File: src/rtl/core/qxh_pkg.sv
package qxh_pkg;

   localparam int WIDTH_BITS_DEFAULT = 160;
   localparam int SHIFT_DEFAULT      = 11;
   localparam int COUNT_BITS         = 64;

   localparam int OP_W    = 1;
   localparam int DATA_W  = 8;
   localparam int INDEX_W = 5;

   localparam int REQ_TDATA_W = 8;
   localparam int RSP_TDATA_W = 16;
   localparam int RSP_PAD_W   = RSP_TDATA_W - DATA_W - INDEX_W;

   localparam logic [OP_W-1:0] OP_ABSORB = 1'b0;
   localparam logic [OP_W-1:0] OP_FINISH = 1'b1;

endpackage

File: src/rtl/core/quickxor_hash_engine_core.sv
// Channel   Ports                               Beat
// -------   ---------------------------------   ---------------------------------------
// req       req_tvalid/tready/tdata/tuser       one message byte or a finish command
// rsp       rsp_tvalid/tready/tdata/tlast       one digest byte, low byte first
//
// An absorb beat passes a registered input stage that feeds a single rotate-and-XOR into
// the accumulator, so bytes stream at one per clock while no finish waits in that stage.
// A finish beat snapshots the digest into an output shift register and clears the state;
// its (WIDTH_BITS+7)/8 digest beats then drain at the result port rate while later bytes
// keep streaming in. A second finish waits in the input stage until the previous digest
// has left, so the output shift register sets the finish rate.
// Reset is synchronous and active high and clears the accumulator, position and count.
module quickxor_hash_engine_core #(
   parameter int WIDTH_BITS = qxh_pkg::WIDTH_BITS_DEFAULT,
   parameter int SHIFT      = qxh_pkg::SHIFT_DEFAULT
) (
   input  logic                            clock,
   input  logic                            reset,
   input  logic                            req_tvalid,
   output logic                            req_tready,
   input  logic [qxh_pkg::REQ_TDATA_W-1:0] req_tdata,   // [7:0] data_byte
   input  logic [qxh_pkg::OP_W-1:0]        req_tuser,   // [0] op
   output logic                            rsp_tvalid,
   input  logic                            rsp_tready,
   output logic [qxh_pkg::RSP_TDATA_W-1:0] rsp_tdata,   // [7:0] digest_byte, [12:8] byte_index
   output logic                            rsp_tlast    // last
);
   import qxh_pkg::*;

   localparam int DIG_BYTES = (WIDTH_BITS + 7) / 8;
   localparam int DIG_W     = DIG_BYTES * 8;
   localparam int POS_W     = $clog2(WIDTH_BITS);
   localparam int IDX_W     = $clog2(DIG_BYTES);
   localparam int SHIFT_MOD = SHIFT % WIDTH_BITS;
   localparam logic [IDX_W-1:0] LAST_IDX = IDX_W'(DIG_BYTES - 1);

   logic                  in_valid_ff, in_valid_in;
   logic [OP_W-1:0]       in_op_ff;
   logic [DATA_W-1:0]     in_data_ff;

   logic [WIDTH_BITS-1:0] acc_ff, acc_in;
   logic [POS_W-1:0]      pos_ff, pos_in;
   logic [COUNT_BITS-1:0] count_ff, count_in;

   logic                  out_valid_ff, out_valid_in;
   logic [DIG_W-1:0]      dig_ff, dig_in;
   logic [IDX_W-1:0]      idx_ff, idx_in;

   logic                  out_take;
   logic                  buf_free;
   logic                  in_go;
   logic                  do_absorb;
   logic                  do_finish;
   logic [WIDTH_BITS+7:0] place;
   logic [WIDTH_BITS-1:0] mask;
   logic [POS_W:0]        pos_sum;
   logic [DIG_W-1:0]      digest;

   assign out_take   = out_valid_ff && rsp_tready;
   assign buf_free   = !out_valid_ff || (out_take && (idx_ff == LAST_IDX));
   assign in_go      = in_valid_ff && ((in_op_ff == OP_ABSORB) || buf_free);
   assign do_absorb  = in_go && (in_op_ff == OP_ABSORB);
   assign do_finish  = in_go && (in_op_ff == OP_FINISH);
   assign req_tready = !in_valid_ff || in_go;

   assign place   = (WIDTH_BITS + 8)'(in_data_ff) << pos_ff;
   assign mask    = place[WIDTH_BITS-1:0] ^ WIDTH_BITS'(place[WIDTH_BITS+7:WIDTH_BITS]);
   assign pos_sum = {1'b0, pos_ff} + (POS_W + 1)'(SHIFT_MOD);
   assign digest  = DIG_W'(acc_ff) ^ (DIG_W'(count_ff) << (DIG_W - COUNT_BITS));

   always_comb begin
      in_valid_in = in_valid_ff;
      if (req_tready) begin
         in_valid_in = req_tvalid;
      end
   end

   always_comb begin
      acc_in   = acc_ff;
      pos_in   = pos_ff;
      count_in = count_ff;
      if (do_finish) begin
         acc_in   = '0;
         pos_in   = '0;
         count_in = '0;
      end else if (do_absorb) begin
         acc_in   = acc_ff ^ mask;
         count_in = count_ff + COUNT_BITS'(1);
         if (pos_sum >= (POS_W + 1)'(WIDTH_BITS)) begin
            pos_in = POS_W'(pos_sum - (POS_W + 1)'(WIDTH_BITS));
         end else begin
            pos_in = pos_sum[POS_W-1:0];
         end
      end
   end

   always_comb begin
      out_valid_in = out_valid_ff;
      dig_in       = dig_ff;
      idx_in       = idx_ff;
      if (do_finish) begin
         out_valid_in = 1'b1;
         dig_in       = digest;
         idx_in       = '0;
      end else if (out_take) begin
         if (idx_ff == LAST_IDX) begin
            out_valid_in = 1'b0;
         end else begin
            dig_in = dig_ff >> 8;
            idx_in = idx_ff + IDX_W'(1);
         end
      end
   end

   always_ff @(posedge clock) begin
      if (reset) begin
         in_valid_ff  <= 1'b0;
         out_valid_ff <= 1'b0;
         acc_ff       <= '0;
         pos_ff       <= '0;
         count_ff     <= '0;
      end else begin
         in_valid_ff  <= in_valid_in;
         out_valid_ff <= out_valid_in;
         acc_ff       <= acc_in;
         pos_ff       <= pos_in;
         count_ff     <= count_in;
      end
   end

   always_ff @(posedge clock) begin
      if (req_tready) begin
         in_op_ff   <= req_tuser;
         in_data_ff <= req_tdata[DATA_W-1:0];
      end
      dig_ff <= dig_in;
      idx_ff <= idx_in;
   end

   assign rsp_tvalid = out_valid_ff;
   assign rsp_tlast  = (idx_ff == LAST_IDX);
   assign rsp_tdata  = {RSP_PAD_W'(0), INDEX_W'(idx_ff), dig_ff[DATA_W-1:0]};

endmodule

File: config.mk
export PLATFORM = sky130hd
export DESIGN_NAME = quickxor_hash_engine_core
export DESIGN_NICKNAME = d
export VERILOG_FILES = /design/src/rtl/core/qxh_pkg.sv /design/src/rtl/core/quickxor_hash_engine_core.sv
export SDC_FILE = /design/constraint.sdc
export NUM_CORES = 1
export LEC_CHECK = 0
export BUFFER_PORTS_ARGS = -buffer_cell sky130_fd_sc_hd__buf_2
export CAP_MARGIN = 20
export CORE_UTILIZATION = 57
export CTS_BUF_LIST = sky130_fd_sc_hd__clkbuf_16
export DETAILED_ROUTE_END_ITERATION = 8
export GPL_ROUTABILITY_DRIVEN = 0
export PLACE_DENSITY = 0.75
export RECOVER_POWER = 50
export SETUP_SLACK_MARGIN = 0.05
export SLEW_MARGIN = 20
export SYNTH_ARGS = -nofsm -noshare
export SYNTH_HDL_FRONTEND = slang
export SYNTH_SLANG_ARGS = --single-unit
File: constraint.sdc
create_clock -name clock -period 3.62 [get_ports clock]
set_clock_uncertainty 0.15 [all_clocks]
set_input_delay 0.543 -clock clock [delete_from_list [all_inputs] [get_ports clock]]
set_output_delay 0.543 -clock clock [all_outputs]
set_load 0.02 [all_outputs]
==> results of run 1 <==
==> final timing paths <==
check                       end  slack [ns]  cells past startpoint
hold reg to reg      acc_ff[90]        0.33                      2
hold / removal    in_data_ff[0]        0.02                      1
setup / recovery    acc_ff[157]        0.09                      6
setup reg to reg    acc_ff[157]        0.09                      6
==> cell type report <==
class / instances / area (um^2)
clock buffer: 44 / 1100
clock inverter: 36 / 191
sequential: 408 / 9860
fill: 2733 / 11900
inverter: 22 / 82.6
timing repair buffer: 67 / 444
tap: 442 / 553
multi-input combinational: 1502 / 8630
==> cells in the final DEF, fill, tap and decap left out, types with 20 or more instances in the layout <==
master,n
sky130_fd_sc_hd__a21oi_1,97
sky130_fd_sc_hd__a22oi_1,20
sky130_fd_sc_hd__a31oi_1,25
sky130_fd_sc_hd__a32oi_1,24
sky130_fd_sc_hd__buf_4,22
sky130_fd_sc_hd__clkbuf_1,23
sky130_fd_sc_hd__clkbuf_16,44
sky130_fd_sc_hd__dfxtp_1,238
sky130_fd_sc_hd__edfxtp_1,169
sky130_fd_sc_hd__inv_1,39
sky130_fd_sc_hd__mux2i_1,33
sky130_fd_sc_hd__nand2_1,426
sky130_fd_sc_hd__nand2b_1,34
sky130_fd_sc_hd__nand3_1,45
sky130_fd_sc_hd__nand4_1,28
sky130_fd_sc_hd__nor2_1,197
sky130_fd_sc_hd__nor3_1,23
sky130_fd_sc_hd__o21ai_0,111
sky130_fd_sc_hd__o31ai_1,29
sky130_fd_sc_hd__or3_1,49
sky130_fd_sc_hd__or4_1,26
sky130_fd_sc_hd__xnor2_1,134
sky130_fd_sc_hd__xor2_1,57
==> flip-flops by register name, indices dropped and copies added (netlist names) <==
| signal | flops |
|---|---|
| dig_ff | 160 |
| count_ff | 64 |
| in_data_ff | 8 |
| rsp_tvalid | 1 |
| pos_ff | 8 |
| acc_ff | 160 |
| in_op_ff | 1 |
| in_valid_ff | 1 |
| idx_ff | 5 |
==> per-stage QoR <==
stage	power (mW)	cell area (um^2)
2_1_floorplan	5.51	19200
3_3_place_gp	5.72	19700
3_5_place_dp	5.74	19700
4_1_cts	9.74	21000
5_1_grt	10.0	20900
6_report	9.73	20900
==> cell families after synthesis <==
group / share of synthesized area (%)
xor+xnor: 8.73
fa+ha+maj: 0.326
mux: 3.08
simple gates: 21.7
compound gates: 11.0
flops: 51.4
buf+inv: 3.68
other cells: 0.0196
==> power groups by stage <==
stage	clock [mW]	sequential (mW)	combinational (mW)
after floorplan	0	5.07	0.441
after global placement	0	5.10	0.628
after detailed placement	0	5.10	0.643
after CTS	4.10	5.00	0.646
after global routing	4.30	5.02	0.693
final	4.08	5.01	0.643
==> critical path, delay by kind of cell, from the launching register on <==
| family | cells | cell delay (ns) |
|---|---|---|
| AOI/OAI and AO/OA | 1 | 0.32 |
| xor gates and xnor gates | 1 | 0.16 |
| buffers and inverters | 1 | 0.72 |
| DFF | 1 | 0.81 |
| and+or+nand+nor | 3 | 1.18 |
==> layer usage <==
metal / part of all wire [%] / vias up
met1: 41 / 7398
met4: 4.3 / 0
li1: - / 7161
met5: 0 / -
met2: 45 / 806
met3: 9.8 / 157
==> metrics.md, run 1 <==
| Metric | Value |
|---|---|
| Outcome | finished, violations left |
| Violated checks | DRC |
| Number of sinks handled by clock tree synthesis | 408 |
| Final cell count without fillers | 2521 |
| GRT met1 Usage | 41.8% |
| Fraction of synthesized cell area taken by the top area cell type | 26.5% |
| Cell types with the highest counts after synthesis | sky130_fd_sc_hd__nand2_1 (426), sky130_fd_sc_hd__dfxtp_1 (239), sky130_fd_sc_hd__nor2_1 (197) |
| Standard cell with the maximum stage delay on the critical path | sky130_fd_sc_hd__dfxtp_1 |
| Overflow after GRT | 0 |
| Start-to-end type of the worst setup path | flip-flop to flip-flop |
| Number of buffers between clock root and the deepest sink | 3 |
| Pre-CTS setup slack | 0.488 ns |
| Number of gates resized after cts | 0 |
| Fraction of power spent switching nets | 24.2% |
| Skew-Pair Late Insertion Delay | 0.55 ns |
| Initial antenna violation count | 0 |
| Core Region | 32800 um^2 |
| Final standard cell utilization of the core | 63.6% |
| Post-DRT Antenna Nets | 0 |
| Met2 capacity usage during global routing | 47.5% |
| Aggregate global-route resource usage | 30.6% |
| Final-report setup violation count | 0 |
| Data arrival, critical path | 3.77 ns |
| Die outline area | 34400 um^2 |
| Total of buffers placed on input and output ports | 28 |
| Synthesis-to-layout area growth | 8.85% |
| Per-cell routed wire length | 20.3 um |
| Comb pwr share | 6.6% |
| Ratio of cells with drive above 1 in the final layout | 6.16% |
| Pin count of the biggest net entering global routing | 120 |
| DRC marker count from the first detailed-route iteration | 1904 |
| H-tree depth | 2 |
| Peak supply drop | 0.362 mV |
| Cells along the critical path | clkbuf_1, nand2_1, or3_1, a31oi_1, xnor2_1, nor2_1 |
| DIE WIDTH | 185 um |
| Cells taking the most area after synthesis | sky130_fd_sc_hd__edfxtp_1 (26%), sky130_fd_sc_hd__dfxtp_1 (25%), sky130_fd_sc_hd__nand2_1 (8.3%) |
| CTS tree | yes |
| Power dissipated by switching net loads | 2.35 mW |
| Slew headroom | 18.7% |
| Number of buffers created by CTS | 43 |
| Highest net fanout along the worst path | 21 |
| Leakage | 7.26 nW |
| Cell area after synthesis | 19200 um^2 |
| Final WL | 51300 um |
| Peak-usage layer in the global routing report | met2 |
| Site Rows | 66 |
| Mean post-synth cell area | 9.21 um^2 |
| Register area share after synthesis | 51.4% |
| Register clock-pin slew on the reported worst setup and hold paths | 0.06 ns |
| Setup bufs post-CTS | 0 |
| Startpoint of the lowest-slack hold path | req_tdata[0] |
| Critical Path RT | 3.86 ns |
| Sequential share of power | 51.5% |
| Kind of start point of the critical path | flip-flop |
| Routing usage on met3 | 6.10% |
| Number of nets in the layout | 2062 |
| Total via count in the routed design | 15500 |
| Cell type contributing the most total cell area after synthesis | sky130_fd_sc_hd__edfxtp_1 |
| EDFF count, synth | 169 |
| Root buffer cell | sky130_fd_sc_hd__clkbuf_16 |
| # Max-Cap Violations | 0 |
| Synthesized netlist cell count | 2081 |
| Total I/O pin count | 32 |
| Power Density | 466 nW/um^2 |
| Flip-flop and latch count after synthesis | 408 |
| Final Slew Violations | 0 |
| Worst r2r src | pos_ff[2] |
| Number of failing hold endpoints at the final stage | 0 |
| Fraction of power consumed by the clock network | 41.9% |
| First-pass GRT wire length | 81100 um |
| Dominant synthesized flop cell | sky130_fd_sc_hd__dfxtp_1 |
| DRT Pass-1 Iters | 9 |
| Number of warnings printed during yosys synthesis | 0 |
| Count of different cell masters after synthesis | 71 |
| Initial standard-cell utilization of the core | 58.5% |
| Final critical-path setup slack | 0.0924 ns |
| Post-DP HPWL | 33700 um |
| Cell-internal power | 7.37 mW |
| DR DRC count | 13 |
| Stage delay of the slowest cell on the critical path | 0.81 ns |
| Maximum clock rate | 283 MHz |
| Proportion of register bits with asynchronous set or reset after synthesis | 0% |
| Min-Delay Path Class | input port to flip-flop |
| Hold-fix buffer count after cts | 0 |
| Overall die height | 185 um |
| Capturing element type of the critical path | flip-flop |
| Antenna diode count | 0 |
| Worst setup path startpoint | pos_ff[2] |
| Average via count per standard cell | 6.16 |
| Number of placed instances, taps included | 2441 |
| Cell with the most instances after synthesis | sky130_fd_sc_hd__nand2_1 |
| Final period demand of the worst path | 3.53 ns |
| Final-layout worst hold slack | 0.0168 ns |
| Worst Max-Slew Pin Slew | 1.22 ns |
| Via count of the first global-routing pass | 14600 |
| Fin Setup TNS | 0 ns |
| Setup repair after global routing missed its margin | no |
| Share of the clock period used by the worst path | 97.4% |
Power figures use the tool's default switching activity.
==> inputs of run 2 (changes only) <==
--- a/config.mk
+++ b/config.mk
@@ -7,11 +7,11 @@
 export LEC_CHECK = 0
 export BUFFER_PORTS_ARGS = -buffer_cell sky130_fd_sc_hd__buf_2
 export CAP_MARGIN = 20
-export CORE_UTILIZATION = 57
+export CORE_UTILIZATION = 55
 export CTS_BUF_LIST = sky130_fd_sc_hd__clkbuf_16
 export DETAILED_ROUTE_END_ITERATION = 8
 export GPL_ROUTABILITY_DRIVEN = 0
-export PLACE_DENSITY = 0.75
+export PLACE_DENSITY = 0.73
 export RECOVER_POWER = 50
 export SETUP_SLACK_MARGIN = 0.05
 export SLEW_MARGIN = 20
==> metrics.md, run 2 (synthesis gave the netlist of run 1 again) <==
| Metric | Value |
|---|---|
| Outcome | finished clean |
| Register clock-pin slew on the reported worst setup and hold paths | 0.06 ns (about the same) |
| Ratio of cells with drive above 1 in the final layout | 6.91% (+0.75 points) |
| Highest net fanout along the worst path | 74 (+250%) |
| Metal1 wirelength | 21500 um (+1.7%) |
| Average via count per standard cell | 6.10 (-0.95%) |
| Root buffer cell | sky130_fd_sc_hd__clkbuf_16 |
| Biggest registers after layout | acc_ff: 160 flops, dig_ff: 160 flops, count_ff: 64 flops |
| Critical Path RT | 3.76 ns (-0.10 ns) |
| Final standard cell utilization of the core | 61.9% (-1.7 points) |
| Fraction of power consumed by the clock network | 42.4% (+0.5 points) |
| Worst setup path startpoint | idx_ff[0] |
| Core Region | 33900 um^2 (+3.3%) |
| Total placed instance area | 19700 um^2 (about the same) |
| Overall die height | 189 um (+1.8%) |
| Hold-fix buffer count after cts | 0 (unchanged) |
| Number of buffers between clock root and the deepest sink | 3 (unchanged) |
| Fin Setup TNS | 0 ns (unchanged) |
| Setup repair after global routing missed its margin | no |
| First-pass GRT wire length | 81000 um (about the same) |
| Final Slew Violations | 0 (unchanged) |
| Total I/O pin count | 32 (unchanged) |
| Post-DRT Antenna Nets | 0 (unchanged) |
| H-tree depth | 2 (unchanged) |
| Via count of the first global-routing pass | 14500 (-0.64%) |
| CTS tree | yes |
| Data arrival, critical path | 3.40 ns (-0.37 ns) |
| Total of buffers placed on input and output ports | 28 (unchanged) |
| Maximum clock rate | 307 MHz (+8.3%) |
| Pre-CTS setup slack | 0.575 ns (+0.0873 ns) |
| Peak supply drop | 0.317 mV (-13%) |
| Pin count of the biggest net entering global routing | 86 (-28%) |
| Met2 wirelength from detailed routing | 23900 um (+4.3%) |
| Commonest cells after routing, fill and taps aside | sky130_fd_sc_hd__nand2_1 (426), sky130_fd_sc_hd__dfxtp_1 (238), sky130_fd_sc_hd__nor2_1 (197), sky130_fd_sc_hd__edfxtp_1 (169), sky130_fd_sc_hd__xnor2_1 (134) |
| Final-report setup violation count | 0 (unchanged) |
| Number of buffers created by CTS | 43 (unchanged) |
| Final critical-path setup slack | 0.361 ns (+0.269 ns) |
| Overflow after GRT | 0 (unchanged) |
| Final-layout worst hold slack | 0.0215 ns (+0.00477 ns) |
| Final non-filler cell area | 21000 um^2 (+0.53%) |
| Antenna diode count | 0 (unchanged) |
| Start-to-end type of the worst setup path | flip-flop to flip-flop |
| Min-Delay Path Class | input port to flip-flop |
| Startpoint of the lowest-slack hold path | req_tdata[1] |
| DR DRC count | 0 (-13) |
| Final WL | 52200 um (+1.8%) |
| DRC marker count from the first detailed-route iteration | 1877 (-1.4%) |
| Uppermost routed layer | met4 |
| Slew headroom | 6.75% (-12 points) |
| Comb pwr share | 6.6% (about the same) |
| Commonest non-fill, non-tap cell in the layout | sky130_fd_sc_hd__nand2_1 |
| Number of failing hold endpoints at the final stage | 0 (unchanged) |
| Setup bufs post-CTS | 0 (unchanged) |
| DRT Pass-1 Iters | 7 (-2) |
| Synthesis-to-layout area growth | 9.42% |
| Number of nets in the layout | 2068 (+0.29%) |
| Initial antenna violation count | 0 (unchanged) |
| Site Rows | 67 (+1.5%) |
| Per-cell routed wire length | 20.6 um (+1.3%) |
| Sequential share of power | 51.0% (-0.5 points) |
| Number of gates resized after cts | 0 (unchanged) |
| DIE WIDTH | 189 um (+1.8%) |
| Die outline area | 35600 um^2 (+3.6%) |
| Aggregate global-route resource usage | 29.2% (-1.4 points) |
| Skew-Pair Late Insertion Delay | 0.55 ns (about the same) |
| Met3 wire len | 4690 um (-6.8%) |
| # Max-Cap Violations | 0 (unchanged) |
| Worst Max-Slew Pin Slew | 1.40 ns (+0.180 ns) |
| Cell-internal power | 7.44 mW (+0.96%) |
| Number of sinks handled by clock tree synthesis | 408 (unchanged) |
| Share of the clock period used by the worst path | 90.0% (-7.4 points) |
| Power dissipated by switching net loads | 2.38 mW (+1.2%) |
| Capturing element type of the critical path | flip-flop |
| Final period demand of the worst path | 3.26 ns (-0.269 ns) |
| Worst r2r src | idx_ff[0] |
| Leakage | 7.30 nW (+0.53%) |
| Fraction of power spent switching nets | 24.2% (+0.049 points) |
| Initial standard-cell utilization of the core | 56.6% (-1.9 points) |
| Kind of start point of the critical path | flip-flop |
| Total via count in the routed design | 15400 (-0.48%) |
| Power Density | 469 nW/um^2 (+0.50%) |
| Post-DP HPWL | 34000 um (+0.87%) |
run 2: layout make-up:
class                           count  area [um^2]
Fill cell                        2870        12900
Inverter                           22         82.6
Multi-Input combinational cell   1502         8640
Sequential cell                   408         9860
Clock buffer                       47         1180
Timing Repair Buffer               73          485
Clock inverter                     33          161
Tap cell                          448          561
run 2: critical path: stages (launching register included):
cell	delay, ns
sky130_fd_sc_hd__dfxtp_1	0.41
sky130_fd_sc_hd__ha_1	0.23
sky130_fd_sc_hd__nand4bb_1	0.16
sky130_fd_sc_hd__o21ai_0	0.17
sky130_fd_sc_hd__clkbuf_1	0.30
sky130_fd_sc_hd__nand3_4	0.35
sky130_fd_sc_hd__clkbuf_4	0.58
sky130_fd_sc_hd__buf_6	0.37
sky130_fd_sc_hd__nand2_1	0.14
sky130_fd_sc_hd__nand2_1	0.06
run 2: worst paths after layout:
kind                        end  slack, ns  cells past startpoint
setup / recovery     dig_ff[21]       0.36                      9
hold / removal    in_data_ff[1]       0.02                      1
setup reg to reg     dig_ff[21]       0.36                      9
hold reg to reg      acc_ff[84]       0.32                      2
run 2: per-stage QoR:
stage / std cells / power [mW]
after global placement: 2453 / 5.72
after floorplan: 2083 / 5.51
final: 2533 / 9.83
after CTS: 2533 / 9.86
after global routing: 2533 / 10.1
after detailed placement: 2453 / 5.75
run 2: power groups by stage:
stage	logic (mW)	registers, mW	clock network [mW]
6_report	0.650	5.01	4.17
2_1_floorplan	0.441	5.07	0
3_5_place_dp	0.640	5.11	0
3_3_place_gp	0.622	5.10	0
5_1_grt	0.697	5.02	4.39
4_1_cts	0.645	5.01	4.21
run 2: routing by layer:
layer / GRT usage (%) / up-vias
li1: - / 7171
met1: 39.2 / 7373
met2: 46.5 / 740
met3: 5.35 / 164
met4: 11.8 / 0
met5: 0 / -
